File: src/hw/rtl/tsaa_pkg.sv
// Package for the tree short address allocator.
// Holds the configuration struct, register indexes, sequencer states and constants.
// No dependencies.
package tsaa_pkg;

    localparam int MAX_CHILD_SLOTS_DEF = 32;
    localparam int DEPTH_LIMIT_DEF     = 15;

    localparam logic [15:0] NO_ADDRESS = 16'hffff;
    localparam logic [15:0] MAX_ADDR   = 16'hfffe;
    localparam logic [16:0] CSKIP_CAP  = 17'h10000;

    localparam int APB_AW = 5;
    localparam int APB_DW = 32;

    typedef struct packed {
        logic        tree_mode;
        logic [3:0]  max_depth;
        logic [5:0]  max_children;
        logic [5:0]  max_routers;
        logic [3:0]  own_depth;
        logic [15:0] own_address;
        logic [15:0] address_increment;
    } t_cfg;

    typedef enum logic [2:0] {
        REG_TREE_MODE    = 3'd0,
        REG_MAX_DEPTH    = 3'd1,
        REG_MAX_CHILDREN = 3'd2,
        REG_MAX_ROUTERS  = 3'd3,
        REG_OWN_DEPTH    = 3'd4,
        REG_OWN_ADDRESS  = 3'd5,
        REG_ADDR_INCR    = 3'd6
    } t_reg_idx;

    typedef enum logic [4:0] {
        S_IDLE = 5'b00001,
        S_POW  = 5'b00010,
        S_CSK  = 5'b00100,
        S_FIND = 5'b01000,
        S_ADDR = 5'b10000
    } t_state;

    localparam logic OP_ALLOC = 1'b0;
    localparam logic OP_LOAD  = 1'b1;

endpackage

File: src/hw/rtl/tsaa_cfg_regs.sv
// Configuration register file with an APB-style write and read port.
// Depends on tsaa_pkg for the configuration struct and register indexes.
module tsaa_cfg_regs import tsaa_pkg::*; (
    input  logic              i_clk,
    input  logic              i_rst_n,
    input  logic              psel,
    input  logic              penable,
    input  logic              pwrite,
    input  logic [APB_AW-1:0] paddr,
    input  logic [APB_DW-1:0] pwdata,
    output logic [APB_DW-1:0] prdata,
    output logic              pready,
    output t_cfg              o_cfg
);

    t_cfg     r_cfg;
    t_reg_idx reg_idx;
    logic     wr_en;

    assign pready  = 1'b1;
    assign reg_idx = t_reg_idx'(paddr[APB_AW-1:2]);
    assign wr_en   = psel & penable & pwrite;
    assign o_cfg   = r_cfg;

    always_ff @(posedge i_clk) begin
        if (!i_rst_n) begin
            r_cfg.tree_mode         <= 1'b1;
            r_cfg.max_depth         <= 4'd5;
            r_cfg.max_children      <= 6'd20;
            r_cfg.max_routers       <= 6'd6;
            r_cfg.own_depth         <= 4'd0;
            r_cfg.own_address       <= 16'd0;
            r_cfg.address_increment <= 16'd1;
        end else if (wr_en) begin
            unique case (reg_idx)
                REG_TREE_MODE:    r_cfg.tree_mode         <= pwdata[0];
                REG_MAX_DEPTH:    r_cfg.max_depth         <= pwdata[3:0];
                REG_MAX_CHILDREN: r_cfg.max_children      <= pwdata[5:0];
                REG_MAX_ROUTERS:  r_cfg.max_routers       <= pwdata[5:0];
                REG_OWN_DEPTH:    r_cfg.own_depth         <= pwdata[3:0];
                REG_OWN_ADDRESS:  r_cfg.own_address       <= pwdata[15:0];
                REG_ADDR_INCR:    r_cfg.address_increment <= pwdata[15:0];
                default: ;
            endcase
        end
    end

    always_comb begin
        unique case (reg_idx)
            REG_TREE_MODE:    prdata = {31'd0, r_cfg.tree_mode};
            REG_MAX_DEPTH:    prdata = {28'd0, r_cfg.max_depth};
            REG_MAX_CHILDREN: prdata = {26'd0, r_cfg.max_children};
            REG_MAX_ROUTERS:  prdata = {26'd0, r_cfg.max_routers};
            REG_OWN_DEPTH:    prdata = {28'd0, r_cfg.own_depth};
            REG_OWN_ADDRESS:  prdata = {16'd0, r_cfg.own_address};
            REG_ADDR_INCR:    prdata = {16'd0, r_cfg.address_increment};
            default:          prdata = '0;
        endcase
    end

endmodule

File: src/hw/rtl/tree_short_address_allocator.sv
// Top level of the tree short address allocator: sequencer around one shared multiplier.
// Depends on tsaa_pkg and tsaa_cfg_regs.
//
// Channel   Direction  Handshake           Payload
// request   in         i_valid / o_stall   i_op, i_is_router, i_occupied_slots,
//                                          i_pool_start, i_pool_count
// result    out        o_valid / i_stall   o_address, o_granted, o_permit_cleared
// config    in         psel/penable/pwrite paddr, pwdata, prdata, pready
//
// Loads, pool allocations and requests at the maximum depth are answered from S_IDLE.
// A tree request runs t = max_depth - own_depth - 1 power steps (at most 14) and then
// S_CSK, S_FIND, S_ADDR; the 17 x 6 multiplier forms Cskip one power step per cycle.
// One request is in work at a time; o_stall is high while the sequencer is busy
// or while a result waits under i_stall. Reset is synchronous and active low.
module tree_short_address_allocator import tsaa_pkg::*; #(
    parameter int MAX_CHILD_SLOTS = MAX_CHILD_SLOTS_DEF,
    parameter int DEPTH_LIMIT     = DEPTH_LIMIT_DEF
) (
    input  logic              i_clk,
    input  logic              i_rst_n,
    input  logic              i_valid,
    output logic              o_stall,
    input  logic              i_op,
    input  logic              i_is_router,
    input  logic [31:0]       i_occupied_slots,
    input  logic [15:0]       i_pool_start,
    input  logic [15:0]       i_pool_count,
    output logic              o_valid,
    input  logic              i_stall,
    output logic [15:0]       o_address,
    output logic              o_granted,
    output logic              o_permit_cleared,
    input  logic              psel,
    input  logic              penable,
    input  logic              pwrite,
    input  logic [APB_AW-1:0] paddr,
    input  logic [APB_DW-1:0] pwdata,
    output logic [APB_DW-1:0] prdata,
    output logic              pready
);

    localparam int IDX_W = (MAX_CHILD_SLOTS > 1) ? $clog2(MAX_CHILD_SLOTS) : 1;

    t_cfg   cfg;
    t_state r_state;

    logic                       r_out_valid;
    logic [15:0]                r_address;
    logic                       r_granted;
    logic                       r_cleared;
    logic [15:0]                r_next_pool;
    logic [15:0]                r_pool_rem;
    logic [3:0]                 r_cnt;
    logic [16:0]                r_sum;
    logic [16:0]                r_cskip;
    logic [MAX_CHILD_SLOTS-1:0] r_free;
    logic                       r_is_router;
    logic                       r_found;
    logic [IDX_W-1:0]           r_idx;

    logic                       accept;
    logic [16:0]                mul_a;
    logic [5:0]                 mul_b;
    logic [22:0]                prod;
    logic [23:0]                prod_inc;
    logic [16:0]                prod_sat;
    logic [3:0]                 depth_gap;
    logic [3:0]                 pow_cnt;
    logic [MAX_CHILD_SLOTS+31:0] occ_pad;
    logic [5:0]                 slot_first;
    logic [5:0]                 slot_n;
    logic [6:0]                 slot_end;
    logic [MAX_CHILD_SLOTS-1:0] free_mask;
    logic                       pe_found;
    logic [IDX_W-1:0]           pe_idx;
    logic [5:0]                 end_j;
    logic [23:0]                tree_addr;

    tsaa_cfg_regs u_cfg (
        .i_clk   (i_clk),
        .i_rst_n (i_rst_n),
        .psel    (psel),
        .penable (penable),
        .pwrite  (pwrite),
        .paddr   (paddr),
        .pwdata  (pwdata),
        .prdata  (prdata),
        .pready  (pready),
        .o_cfg   (cfg)
    );

    assign o_stall = !((r_state == S_IDLE) && (!r_out_valid || !i_stall));
    assign accept  = i_valid && !o_stall;

    assign o_valid          = r_out_valid;
    assign o_address        = r_address;
    assign o_granted        = r_granted;
    assign o_permit_cleared = r_cleared;

    // Shared multiplier: power steps, the Cskip product and the slot offset.
    always_comb begin
        mul_a = (r_state == S_ADDR) ? r_cskip : r_sum;
        unique case (r_state)
            S_CSK:   mul_b = cfg.max_children;
            S_ADDR:  mul_b = r_is_router ? 6'(r_idx) : cfg.max_routers;
            default: mul_b = cfg.max_routers;
        endcase
    end

    assign prod     = mul_a * mul_b;
    assign prod_inc = {1'b0, prod} + 24'd1;
    assign prod_sat = (prod_inc > {7'd0, CSKIP_CAP}) ? CSKIP_CAP : prod_inc[16:0];

    assign depth_gap = cfg.max_depth - cfg.own_depth - 4'd1;
    assign pow_cnt   = (depth_gap > 4'(DEPTH_LIMIT)) ? 4'(DEPTH_LIMIT) : depth_gap;

    // Slots that may be handed out for this request.
    assign occ_pad    = {{MAX_CHILD_SLOTS{1'b0}}, i_occupied_slots};
    assign slot_first = i_is_router ? 6'd0 : cfg.max_routers;
    assign slot_n     = i_is_router ? cfg.max_routers :
                        ((cfg.max_children > cfg.max_routers) ?
                         (cfg.max_children - cfg.max_routers) : 6'd0);
    assign slot_end   = {1'b0, slot_first} + {1'b0, slot_n};

    always_comb begin
        for (int k = 0; k < MAX_CHILD_SLOTS; k++) begin
            free_mask[k] = (7'(k) >= {1'b0, slot_first}) && (7'(k) < slot_end)
                           && !occ_pad[k];
        end
    end

    always_comb begin
        pe_found = 1'b0;
        pe_idx   = '0;
        for (int k = MAX_CHILD_SLOTS - 1; k >= 0; k--) begin
            if (r_free[k]) begin
                pe_found = 1'b1;
                pe_idx   = IDX_W'(k);
            end
        end
    end

    assign end_j     = 6'(r_idx) - cfg.max_routers;
    assign tree_addr = {8'd0, cfg.own_address} + 24'd1 + {1'b0, prod}
                       + (r_is_router ? 24'd0 : {18'd0, end_j});

    always_ff @(posedge i_clk) begin
        if (!i_rst_n) begin
            r_state     <= S_IDLE;
            r_out_valid <= 1'b0;
            r_next_pool <= 16'd0;
            r_pool_rem  <= 16'd0;
        end else begin
            if (r_out_valid && !i_stall) begin
                r_out_valid <= 1'b0;
            end
            unique case (r_state)
                S_IDLE: begin
                    if (accept) begin
                        r_free      <= free_mask;
                        r_is_router <= i_is_router;
                        r_sum       <= 17'd0;
                        r_cnt       <= pow_cnt;
                        if (i_op == OP_LOAD) begin
                            r_next_pool <= i_pool_start;
                            r_pool_rem  <= i_pool_count;
                            r_address   <= NO_ADDRESS;
                            r_granted   <= 1'b0;
                            r_cleared   <= 1'b0;
                            r_out_valid <= 1'b1;
                        end else if (!cfg.tree_mode) begin
                            if (r_pool_rem != 16'd0) begin
                                r_address   <= r_next_pool;
                                r_granted   <= 1'b1;
                                r_cleared   <= 1'b0;
                                r_pool_rem  <= r_pool_rem - 16'd1;
                                r_next_pool <= r_next_pool + cfg.address_increment;
                            end else begin
                                r_address <= NO_ADDRESS;
                                r_granted <= 1'b0;
                                r_cleared <= 1'b1;
                            end
                            r_out_valid <= 1'b1;
                        end else if (cfg.own_depth >= cfg.max_depth) begin
                            r_address   <= NO_ADDRESS;
                            r_granted   <= 1'b0;
                            r_cleared   <= 1'b1;
                            r_out_valid <= 1'b1;
                        end else if (pow_cnt == 4'd0) begin
                            r_state <= S_CSK;
                        end else begin
                            r_state <= S_POW;
                        end
                    end
                end
                S_POW: begin
                    r_sum <= prod_sat;
                    r_cnt <= r_cnt - 4'd1;
                    if (r_cnt == 4'd1) begin
                        r_state <= S_CSK;
                    end
                end
                S_CSK: begin
                    r_cskip <= prod_sat;
                    r_state <= S_FIND;
                end
                S_FIND: begin
                    r_found <= pe_found;
                    r_idx   <= pe_idx;
                    r_state <= S_ADDR;
                end
                S_ADDR: begin
                    if (r_found && (tree_addr <= {8'd0, MAX_ADDR})) begin
                        r_address <= tree_addr[15:0];
                        r_granted <= 1'b1;
                    end else begin
                        r_address <= NO_ADDRESS;
                        r_granted <= 1'b0;
                    end
                    r_cleared   <= 1'b0;
                    r_out_valid <= 1'b1;
                    r_state     <= S_IDLE;
                end
                default: r_state <= S_IDLE;
            endcase
        end
    end

endmodule

File: config.mk
export PLATFORM = sky130hd
export DESIGN_NAME = tree_short_address_allocator
export DESIGN_NICKNAME = d
export VERILOG_FILES = /design/src/hw/rtl/tsaa_pkg.sv /design/src/hw/rtl/tsaa_cfg_regs.sv /design/src/hw/rtl/tree_short_address_allocator.sv
export SDC_FILE = /design/constraint.sdc
export NUM_CORES = 1
export LEC_CHECK = 0
export BUFFER_PORTS_ARGS = -buffer_cell sky130_fd_sc_hd__buf_2
export CAP_MARGIN = 20
export CORE_MARGIN = 3
export CORE_UTILIZATION = 45
export CTS_CLUSTER_DIAMETER = 60
export DETAILED_ROUTE_END_ITERATION = 12
export GPL_TIMING_DRIVEN = 0
export HOLD_SLACK_MARGIN = 0.12
export PLACE_DENSITY = 0.66
export SYNTH_ARGS = -nofsm -noshare
export SYNTH_HDL_FRONTEND = slang
export SYNTH_SLANG_ARGS = --single-unit
File: constraint.sdc
create_clock -name i_clk -period 11.2 [get_ports i_clk]
set_input_delay 1.12 -clock i_clk [delete_from_list [all_inputs] [get_ports i_clk]]
set_output_delay 1.12 -clock i_clk [all_outputs]
set_load 0.03 [all_outputs]
### Yosys cells after proc, flatten, opt, wreduce, memory -nomap -nowiden

Cells that the tools add are included.

| storage, ports and cells | value |
|---|---|
| register bits | 186 |
| output and inout port bits | 53 |

| cells by class | value |
|---|---|
| reduce and logical (&&, ||, !) cells | 129 |
| eq/ne operators | 19 |
| $add $sub $neg | 12 |
| order comparisons | 69 |
| muxes and demuxes | 85 |
| bitwise logic cells | 2 |
| multiply operators | 1 |

Operator list:

| operator | count |
|---|---|
| $mux 16 | 12 |
| $lt 5x7->1 const A | 16 |
| $pmux 16 s7 | 1 |
| $mux 5 | 21 |
| $ge 5x6->1 const A | 16 |
| $logic_and 1x1->1 | 68 |
| $lt 4x7->1 const A | 8 |
| $mux 17 | 3 |
| $ge 4x6->1 const A | 8 |
| $mux 4 | 10 |
| $logic_not 1->1 | 35 |
| $pmux 17 s2 | 1 |
| $pmux 16 s2 | 1 |
| $reduce_or 31->1 | 1 |
| $mux 6 | 5 |
| $lt 3x7->1 const A | 4 |
| $add 17x23->24 | 1 |
| $add 23x1->24 const B | 1 |
| $add 24x6->24 | 1 |
| $ge 3x6->1 const A | 4 |
| $gt 24x17->1 const B | 1 |
| $le 24x16->1 const B | 1 |
| $mul 17x6->23 | 1 |
| $pmux 5 s4 | 1 |
| 47 further kinds | 96 |

### Depth between registers and ports, before layout

Gate-level depths: netlist of the first run.

| depth | value |
|---|---|
| word-level depth | 31 |
| depth in mapped cells | 31 |

### Hierarchy

From an unflattened synthesis of the first run, not the netlist that was laid out.

| second synthesis, totals | value |
|---|---|
| cells, all modules | 1839 |
| area total of the unflattened synthesis | 15935.3 µm² |

Modules (own cells, without submodules):

| module | times used | sequential area each (µm²) | cells an instance | area each (µm²) |
|---|---|---|---|---|
| tree_short_address_allocator | 1 | 3613.5 | 1559 | 13317.8 |
| tsaa_cfg_regs | 1 | 1061.0 | 280 | 2617.5 |

### Worst setup path before layout of the first run

No wires, ideal clock.

| timing path | value |
|---|---|
| kind | reg2reg |
| start point | register r_state[1] |
| end point | register r_address[10], in the netlist o_address[10] (data pin) |
| setup slack | 3357 ps |
| data arrival time | 7587 ps |
| buffers on the path | 4 |
| period minus slack after synthesis | 7843 ps |
| library setup time | 256 ps |
| required time | 10944 ps |
| stages on the path, launching flop included | 27 |
| cells stage by stage | dfxtp_1 -> buf_2 -> nor2_1 -> nand3_1 -> buf_1 -> buf_1 -> mux2i_1 -> nor2_1 -> fa_1 -> fa_1 -> fa_1 -> ha_1 -> a2111oi_1 -> a21oi_1 -> a41oi_1 -> xnor2_1 -> ha_1 -> ha_1 -> a21oi_1 -> o21ai_0 -> a221o_1 -> a21oi_1 -> o31ai_1 -> o31ai_1 -> nand4_1 -> clkbuf_1 -> o22a_1 |

| on the way | value |
|---|---|
| longest elaborated chain between the ends | 9 |
| elaborated cells between the ends (all ways) | 12 |

Ends and longest elaborated chain:

| element | RTL line | RTL |
|---|---|---|
| from (decl) | tree_short_address_allocator.sv:45 | `t_state r_state;` |
| from (signal assigned) | tree_short_address_allocator.sv:149 | `r_state <= S_IDLE;` |
| from (signal assigned) | tree_short_address_allocator.sv:190 | `r_state <= S_CSK;` |
| from (signal assigned) | tree_short_address_allocator.sv:192 | `r_state <= S_POW;` |
| $eq 5x5->1 or $eq 5x3->1 (tied branches) | tree_short_address_allocator.sv:102, tree_short_address_allocator.sv:103, tree_short_address_allocator.sv:157 |  |
| $pmux 6 s2 or $mux 17 (tied branches) | tree_short_address_allocator.sv:103, tree_short_address_allocator.sv:102 |  |
| $mul 17x6->23 | tree_short_address_allocator.sv:110 | `assign prod = mul_a * mul_b;` |
| $add 17x23->24 | tree_short_address_allocator.sv:144 | `assign tree_addr = {8'd0, cfg.own_address} + 24'd1 + {1'b0, prod}` |
| $add 24x6->24 | tree_short_address_allocator.sv:145 | `+ (r_is_router ? 24'd0 : {18'd0, end_j});` |
| $le 24x16->1 | tree_short_address_allocator.sv:213 | `if (r_found && (tree_addr <= {8'd0, MAX_ADDR})) begin` |
| $logic_and 1x1->1 | tree_short_address_allocator.sv:213 |  |
| $mux 16 | tree_short_address_allocator.sv:213 |  |
| $pmux 16 s2 * | tree_short_address_allocator.sv:157 | `unique case (r_state)` |
| to (signal assigned) | tree_short_address_allocator.sv:173 | `r_address <= r_next_pool;` |
| to (signal assigned) | tree_short_address_allocator.sv:214 | `r_address <= tree_addr[15:0];` |
| to (decl) | tree_short_address_allocator.sv:48 | `logic [15:0] r_address;` |

Mark *: on every way between the ends. The rest lies on a longest branch, timed or not.
A chain may end at the register's enable or synchronous reset.

### Final worst setup path of the first run

| timing path | value |
|---|---|
| start point | register r_state[1] |
| end point | register r_address[5], in the netlist o_address[5] (data pin) |

Same word-level chain as after synthesis.

==> impl_summary.txt, run 1 <==
----------------------------------------------------
[Cells and area]
  Final net count ... 2260
  Synthesis-to-finish area growth ... 11.77%
  Share of the core filled with cells ... approximately half
  Antenna diode count ... 0
  Share of final-layout standard cells stronger than drive strength 1 ... 12.02%

[Worst setup path]
  Data required, critical path ... 11.38 ns
  Internal reg-to-reg setup slack ... 1.26 ns
  Worst reg2reg startpoint ... r_state[1]
  Startpoint types ... flip-flop
  Critical Path Max Stage Delay ... 0.76 ns
  Cells on worst reg2reg path ... 28
  Worst Path Arrival ... 10.12 ns
  Worst Setup EP ... o_address[5]
  Worst path slowest cell ... buf_1
  Peak fanout along the critical path ... 10
  Worst setup path start ... r_state[1]
  Worst reg2reg path endpoint ... o_address[5]
  Crit path kind ... reg -> reg
  Category of the worst setup path capture point ... flip-flop

[STA]
  Top achievable clock speed ... approximately 0.10 GHz
  Slew @ Worst Pin ... 1.114 ns
  Worst hold margin ... 0.4740 ns
  Final Hold Fails ... 0
  RSZ-0062 raised after global routing ... no
  Slew margin rel. ... 25.76%
  TNS Setup ... 0 ns
  Final setup violating endpoints ... 0
  Worst Setup Slack, final ... 1.260 ns
  Max Slew Vio Count ... 0
  Minimum clock period after layout ... 9.940 ns
  Fin crit share ... 88.75%
  Final setup skew ... 0.02050 ns

[Die]
  Initial cell density of the core ... 46.05%
  Die H ... 192.2 um
  Core area ... 0.03387 mm2
  Die footprint ... around 0.037 mm2
  Number of rows in the core area ... 67
  Die span in x ... 192.2 um
  IO Pins ... 163

[CTS]
  Clock-pin slew on the worst setup and hold paths ... roughly 0.070 ns
  Buffer type at the clock tree root ... clkbuf_16
  Resized Gates After CTS ... 0
  Hold-fix buffers, CTS ... 0
  CTS tree ... yes
  CTS Buffer Depth ... 2
  Setup fix buffers added after clock tree synthesis ... 0
  Clock Latency Late Sink ... between 0.4 and 0.5 ns
  Clock buffers created by TritonCTS ... 17
  Clock sink total ... 186
  H-tree depth ... 4

[Routing]
  DRT Wirelength ... 46.00 mm
  Total iterations of the first detailed-routing run ... 5
  First-iteration detailed-routing DRC count ... 1079
  Remaining DRCs ... 0
  Number of routed nets with antenna violations ... 0
  Drt wl/cell ... 18.88 um
  Vias after detailed routing ... 14140
  Drt via density ... 5.803

[Power]
  Switching pwr ... 1.310 mW
  Share of total power in sequential cells ... 28.6%
  Highest ir drop seen on vdd ... 126.0 uV
  Power density over the cells ... ~170 mW/mm2
  Cell-internal power ... 1.668 mW
  Clk pwr share ... 20.4%
  Leak ... 7.272 nW
  Logic gate share of total power ... roughly 50%
  Switch share ... 43.99%

[Synth]
  Cells taking the most area after synthesis ... edfxtp_1 (18%), dfxtp_1 (12%), fa_1 (9.2%), ha_1 (8.2%), nor2_1 (5.3%)
  Most numerous cell in the Yosys netlist ... nor2_1
  Mean area per synthesized cell ... 8.583 um2
  Number of distinct standard cells referenced by the synthesized netlist ... 87
  Leading cell types by count after synthesis ... nor2_1 (222), nand2_1 (165), a21oi_1 (142), inv_1 (133), ha_1 (102)
  Count of synthesis-stage warnings from yosys ... 0
  Flop and latch count out of synthesis ... around 190
  Share of flip-flops with an asynchronous set or reset ... 0%
  Most area-hungry cell type in the Yosys netlist ... edfxtp_1
  Number of instances in the synthesized netlist ... 1817
  Sequential fraction of the synthesis area ... 29.97%
  Post-Synthesis Cell Area ... 0.01560 mm2
  Top-area cell type share of the netlist area ... 18.29%
  Ys flop type ... edfxtp_1
  Count of flip-flops with a built-in enable after synthesis ... 95

[Flow run]
  Number of maximum-capacitance violations ... 0

[Placed design]
  Dpl ws ... approximately 1.4 ns
  GPL Wtd Cong ... 0.9170
  Port Buf Inserts ... 124
  Post-detail-place hpwl ... 35.98 mm

[GRT]
  Vias in the first global route ... about 14000
  Antenna violations before repair ... 0
  Global-route wire length before repair ... 72.46 mm
  Overall overflow remaining after global route ... 0
  Gr usage total ... 24.99%
  Pin count of the biggest net entering global routing ... 34

[Min path]
  Classification of the worst-slack hold path ... reg -> reg
  Hold path depth ... 2

[Status]
  Outcome ... finished, final reports clean

----------------------------------------------------
## layer usage
layer	track usage, %	wire [um]
met5	0	0
met4	8.462	1410
met3	3.139	2784
met2	40.68	21170
met1	34.42	20640
## worst min path at each step
stage | from | end | slack [ns]
floorplan | u_cfg.o_cfg[18] | u_cfg.o_cfg[18] | 0.44
global placement | u_cfg.o_cfg[18] | u_cfg.o_cfg[18] | 0.45
detailed placement | u_cfg.o_cfg[18] | u_cfg.o_cfg[18] | 0.46
CTS | u_cfg.o_cfg[18] | u_cfg.o_cfg[18] | 0.47
global route | u_cfg.o_cfg[18] | u_cfg.o_cfg[18] | 0.49
finish | u_cfg.o_cfg[18] | u_cfg.o_cfg[18] | 0.47
## per-stage QoR
stage	power (mW)	area, um2	instances
final	2.978	17430	2437
after global routing	3.186	17430	2437
after CTS	2.962	17420	2436
after detailed placement	2.353	16850	2404
after global placement	2.325	16830	2404
after floorplan	1.986	15650	1832
## state kept, by name, indices dropped and copies added (netlist names)
name,cells
r_state,5
o_granted,1
r_found,1
o_permit_cleared,1
o_valid,1
r_idx,5
r_cskip,17
r_sum,17
u_cfg.o_cfg,53
r_free,32
r_is_router,1
r_next_pool,16
o_address,16
r_pool_rem,16
r_cnt,4
## placed cells by master (no fill, tap or decap), types with 10 or more instances in the layout
master     instances
a2111oi_0         14
a211oi_1          22
a21o_1            30
a21oi_1          141
a22o_1            12
a22oi_1           21
a31oi_1           20
and2_1            10
and3_1            23
buf_2            128
buf_4             17
clkbuf_1          60
clkbuf_16         17
conb_1            17
dfxtp_1           91
edfxtp_1          95
fa_1              72
ha_1             102
inv_1            133
mux2i_1           44
nand2_1          165
nand2b_1          30
nand3_1           32
nor2_1           221
nor2b_1           28
nor3_1            59
nor4_1            19
o21ai_0           65
o22a_1            19
o31ai_1           13
or2_2             32
xnor2_1           44
xor2_1            28
## power groups by stage
stage | Clock, mW | Combinational [mW] | Sequential (mW)
floorplan | 0 | 1.13 | 0.855
global placement | 0 | 1.46 | 0.866
detailed placement | 0 | 1.49 | 0.866
CTS | 0.612 | 1.50 | 0.851
global route | 0.639 | 1.69 | 0.860
finish | 0.606 | 1.52 | 0.853
## kinds of logic (layout without fill, tap and decap cells)
| family | Yosys count | after routing | share of synthesized area (%) |
|---|---|---|---|
| adders and majority gates | 174 | 174 | 17.42 |
| xor gates and xnor gates | 73 | 73 | 4.148 |
| muxes | 46 | 46 | 2.984 |
| AOI/OAI and AO/OA | 427 | 427 | 17.96 |
| other | 2 | 17 | 0.04815 |
| DFF | 186 | 186 | 29.97 |
| buffers and inverters | 225 | 382 | 5.953 |
| and+or+nand+nor | 684 | 684 | 21.51 |
## critical path, delay by kind of cell (launching register included)
| kind | cells | cell delay (ns) |
|---|---|---|
| compound gates | 10 | 2.79 |
| xor+xnor | 1 | 0.38 |
| fa+ha+maj | 6 | 2.59 |
| buf+inv | 6 | 2.10 |
| flops | 1 | 0.30 |
| mux | 1 | 0.72 |
| simple gates | 4 | 0.77 |
## cell type report
cell class | instances | area (um2)
Buffer | 91 | 425.4
Clock buffer | 19 | 452.9
Fill cell | 3227 | 16440
Tap cell | 448 | 560.5
Sequential cell | 186 | 4674
Multi-Input combinational cell | 1421 | 10070
Timing Repair Buffer | 125 | 628.1
Inverter | 134 | 503.0
Clock inverter | 13 | 118.9
Note: power is estimated with default switching activity, not from simulation.
==> run 2, diff against run 1 <==
CORE_ASPECT_RATIO = 1.75   (was not set)
==> run 2 against run 1 <==
Compared with the run above: sequential share of layout area about the same; count of clock-buffer cells in the layout is 1 lower; largest power group unchanged; sequential cell count is the same; clock skew is 0.0071 ns lower; global-route usage rose by 1.5 points; highest routed layer unchanged; routed wire length is 8.1% higher.
==> impl_summary.txt, run 2 (synthesis results as in run 1) <==
----------------------------------------------------
[Worst setup path]
  Peak fanout along the critical path ... 10 (unchanged)
  Crit path kind ... reg -> reg (unchanged)
  Internal reg-to-reg setup slack ... 1.04 ns (was 1.26 ns)
  Family with the most delay on the worst path ... adder cells (was compound AO/OA/AOI/OAI gates)
  Data required, critical path ... 11.39 ns (was 11.38 ns)
  Buf/Inv on CP ... 5 (was 6)
  Worst reg2reg startpoint ... r_state[1] (unchanged)
  Critical Path Max Stage Delay ... 0.88 ns (was 0.76 ns)
  Category of the worst setup path capture point ... flip-flop (unchanged)
  Worst Path Arrival ... 10.35 ns (was 10.12 ns)
  Worst path slowest cell ... a2111oi_1 (was buf_1)
  Startpoint types ... flip-flop (unchanged)
  Worst setup path start ... r_state[1] (unchanged)

[Cells and area]
  Finished Cell Area ... 0.01742 mm2 (was 0.01743 mm2)
  Final cell count without fillers ... 2445 (was 2437)
  Commonest non-fill, non-tap cells in the layout ... nor2_1 (221), nand2_1 (165), a21oi_1 (141), inv_1 (133), buf_2 (129) (was nor2_1 (221), nand2_1 (165), a21oi_1 (141), inv_1 (133), buf_2 (128))
  Number of filler cells placed in the layout ... 3294 (was 3227)
  Most common library cell in the layout ignoring fill and taps ... nor2_1 (unchanged)
  Synthesis-to-finish area growth ... 11.67% (was 11.77%)
  Share of final-layout standard cells stronger than drive strength 1 ... 11.96% (was 12.02%)
  Antenna diode count ... 0 (unchanged)
  Largest register FFs ... 53 (unchanged)
  Final net count ... 2261 (was 2260)

[Power]
  Switching pwr ... 1.360 mW (was 1.310 mW)
  Cell-internal power ... 1.644 mW (was 1.668 mW)
  Highest ir drop seen on vdd ... 122.2 uV (was 126.0 uV)
  Switch share ... 45.28% (was 43.99%)
  Leak ... 7.247 nW (was 7.272 nW)
  Share of total power in sequential cells ... 28.4% (was 28.6%)
  Clk pwr share ... 19.3% (was 20.4%)
  Power density over the cells ... 172.4 mW/mm2 (was 170.8 mW/mm2)
  Logic gate share of total power ... 52.4% (was 51.0%)

[CTS]
  Resized Gates After CTS ... 0 (unchanged)
  CTS Buffer Depth ... 2 (unchanged)
  H-tree depth ... 4 (unchanged)
  Clock sink total ... 186 (unchanged)
  Clock-pin slew on the worst setup and hold paths ... 0.07 ns (about the same)
  Buffer type at the clock tree root ... clkbuf_16 (unchanged)
  Clock Latency Late Sink ... 0.46 ns (was 0.45 ns)
  CTS tree ... yes (unchanged)
  Clock buffers created by TritonCTS ... 17 (unchanged)
  Hold-fix buffers, CTS ... 0 (unchanged)
  Setup fix buffers added after clock tree synthesis ... 0 (unchanged)

[Routing]
  Remaining DRCs ... 0 (unchanged)
  First-iteration detailed-routing DRC count ... 903 (was 1079)
  Drt wl/cell ... 20.34 um (was 18.88 um)
  Vias after detailed routing ... 14270 (was 14140)
  Total iterations of the first detailed-routing run ... 5 (unchanged)
  DRT Wirelength ... 49.73 mm (was 46.00 mm)
  Number of routed nets with antenna violations ... 0 (unchanged)
  Drt via density ... 5.834 (was 5.803)

[Die]
  Die H ... 252.3 um (was 192.2 um)
  Die footprint ... 0.03702 mm2 (was 0.03693 mm2)
  Number of rows in the core area ... 89 (was 67)
  Die span in x ... 146.7 um (was 192.2 um)
  Initial cell density of the core ... 45.92% (was 46.05%)
  Core area ... 0.03396 mm2 (was 0.03387 mm2)
  IO Pins ... 163 (unchanged)

[Placed design]
  GPL Wtd Cong ... 0.9658 (was 0.9170)
  Total placed cells including tap cells ... 2412 (was 2404)
  Port Buf Inserts ... 124 (unchanged)
  Post-detail-place hpwl ... 40.14 mm (was 35.98 mm)
  Area after detailed placement ... 0.01687 mm2 (was 0.01685 mm2)

[GRT]
  Pin count of the biggest net entering global routing ... 34 (unchanged)
  Vias in the first global route ... 14270 (was 13640)
  Gr usage total ... 26.48% (was 24.99%)
  Overall overflow remaining after global route ... 0 (unchanged)
  Global-route wire length before repair ... 76.56 mm (was 72.46 mm)
  Antenna violations before repair ... 0 (unchanged)

[STA]
  Top achievable clock speed ... 0.09844 GHz (was 0.1006 GHz)
  Worst hold margin ... 0.4631 ns (was 0.4740 ns)
  Final setup skew ... 0.01339 ns (was 0.02050 ns)
  TNS Setup ... 0 ns (unchanged)
  RSZ-0062 raised after global routing ... no (unchanged)
  Final Hold Fails ... 0 (unchanged)
  Final setup violating endpoints ... 0 (unchanged)
  Slew @ Worst Pin ... 1.241 ns (was 1.114 ns)
  Slew margin rel. ... 17.25% (was 25.76%)
  Max Slew Vio Count ... 0 (unchanged)
  Fin crit share ... 90.70% (was 88.75%)
  Minimum clock period after layout ... 10.16 ns (was 9.940 ns)

[Status]
  Outcome ... finished, final reports clean (unchanged)

[Flow run]
  Number of maximum-capacitance violations ... 0 (unchanged)

[Min path]
  Classification of the worst-slack hold path ... reg -> reg (unchanged)
  Start point of the worst hold path ... u_cfg.o_cfg[18] (unchanged)

----------------------------------------------------
## run 2: path summary, 6_finish.rpt
check                           cells past startpoint         endpoint
worst min-delay path                                2  u_cfg.o_cfg[18]
worst min register to register                      2  u_cfg.o_cfg[18]
worst max-delay path                               26        o_granted
worst max register to register                     26        o_granted
## run 2: layout make-up
type                            instances  area [um2]  share of cell area, %
Clock buffer                           18       429.2                  2.464
Clock inverter                         14       113.9                 0.6537
Inverter                              134       503.0                  2.888
Sequential cell                       186        4674                  26.84
Timing Repair Buffer                  126       640.6                  3.678
Buffer                                 91       425.4                  2.443
Tap cell                              455       569.3                  3.269
Multi-Input combinational cell       1421       10060                  57.77
## run 2: metrics by stage
stage	setup slack, ns	util, %	power [mW]
3_5_place_dp	1.212	49.67	2.406
6_report	1.042	51.28	3.003
3_3_place_gp	1.352	49.59	2.366
2_1_floorplan	3.357	-	1.986
5_1_grt	0.3675	51.28	3.188
4_1_cts	1.149	51.27	2.985
## run 2: power groups by stage
stage / registers (mW) / logic [mW] / clock network [mW]
floorplan: 0.855 / 1.13 / 0
global placement: 0.865 / 1.50 / 0
detailed placement: 0.865 / 1.54 / 0
CTS: 0.850 / 1.55 / 0.586
global route: 0.860 / 1.72 / 0.607
finish: 0.852 / 1.57 / 0.579
## run 2: layer usage
layer | vias to the layer above | GRT usage (%) | routed length [um]
li1 | 6748 | - | -
met1 | 6920 | 28.63 | 18320
met2 | 459 | 49.68 | 26440
met3 | 138 | 3.122 | 2008
met4 | 0 | 14.61 | 2961
met5 | - | 0 | 0
## run 2: worst min-delay path, delay by kind of cell, from the launching register on
| kind | cells | cell delay, ns |
|---|---|---|
| compound gates | 1 | 0.05 |
| flops | 1 | 0.31 |
| simple gates | 1 | 0.05 |
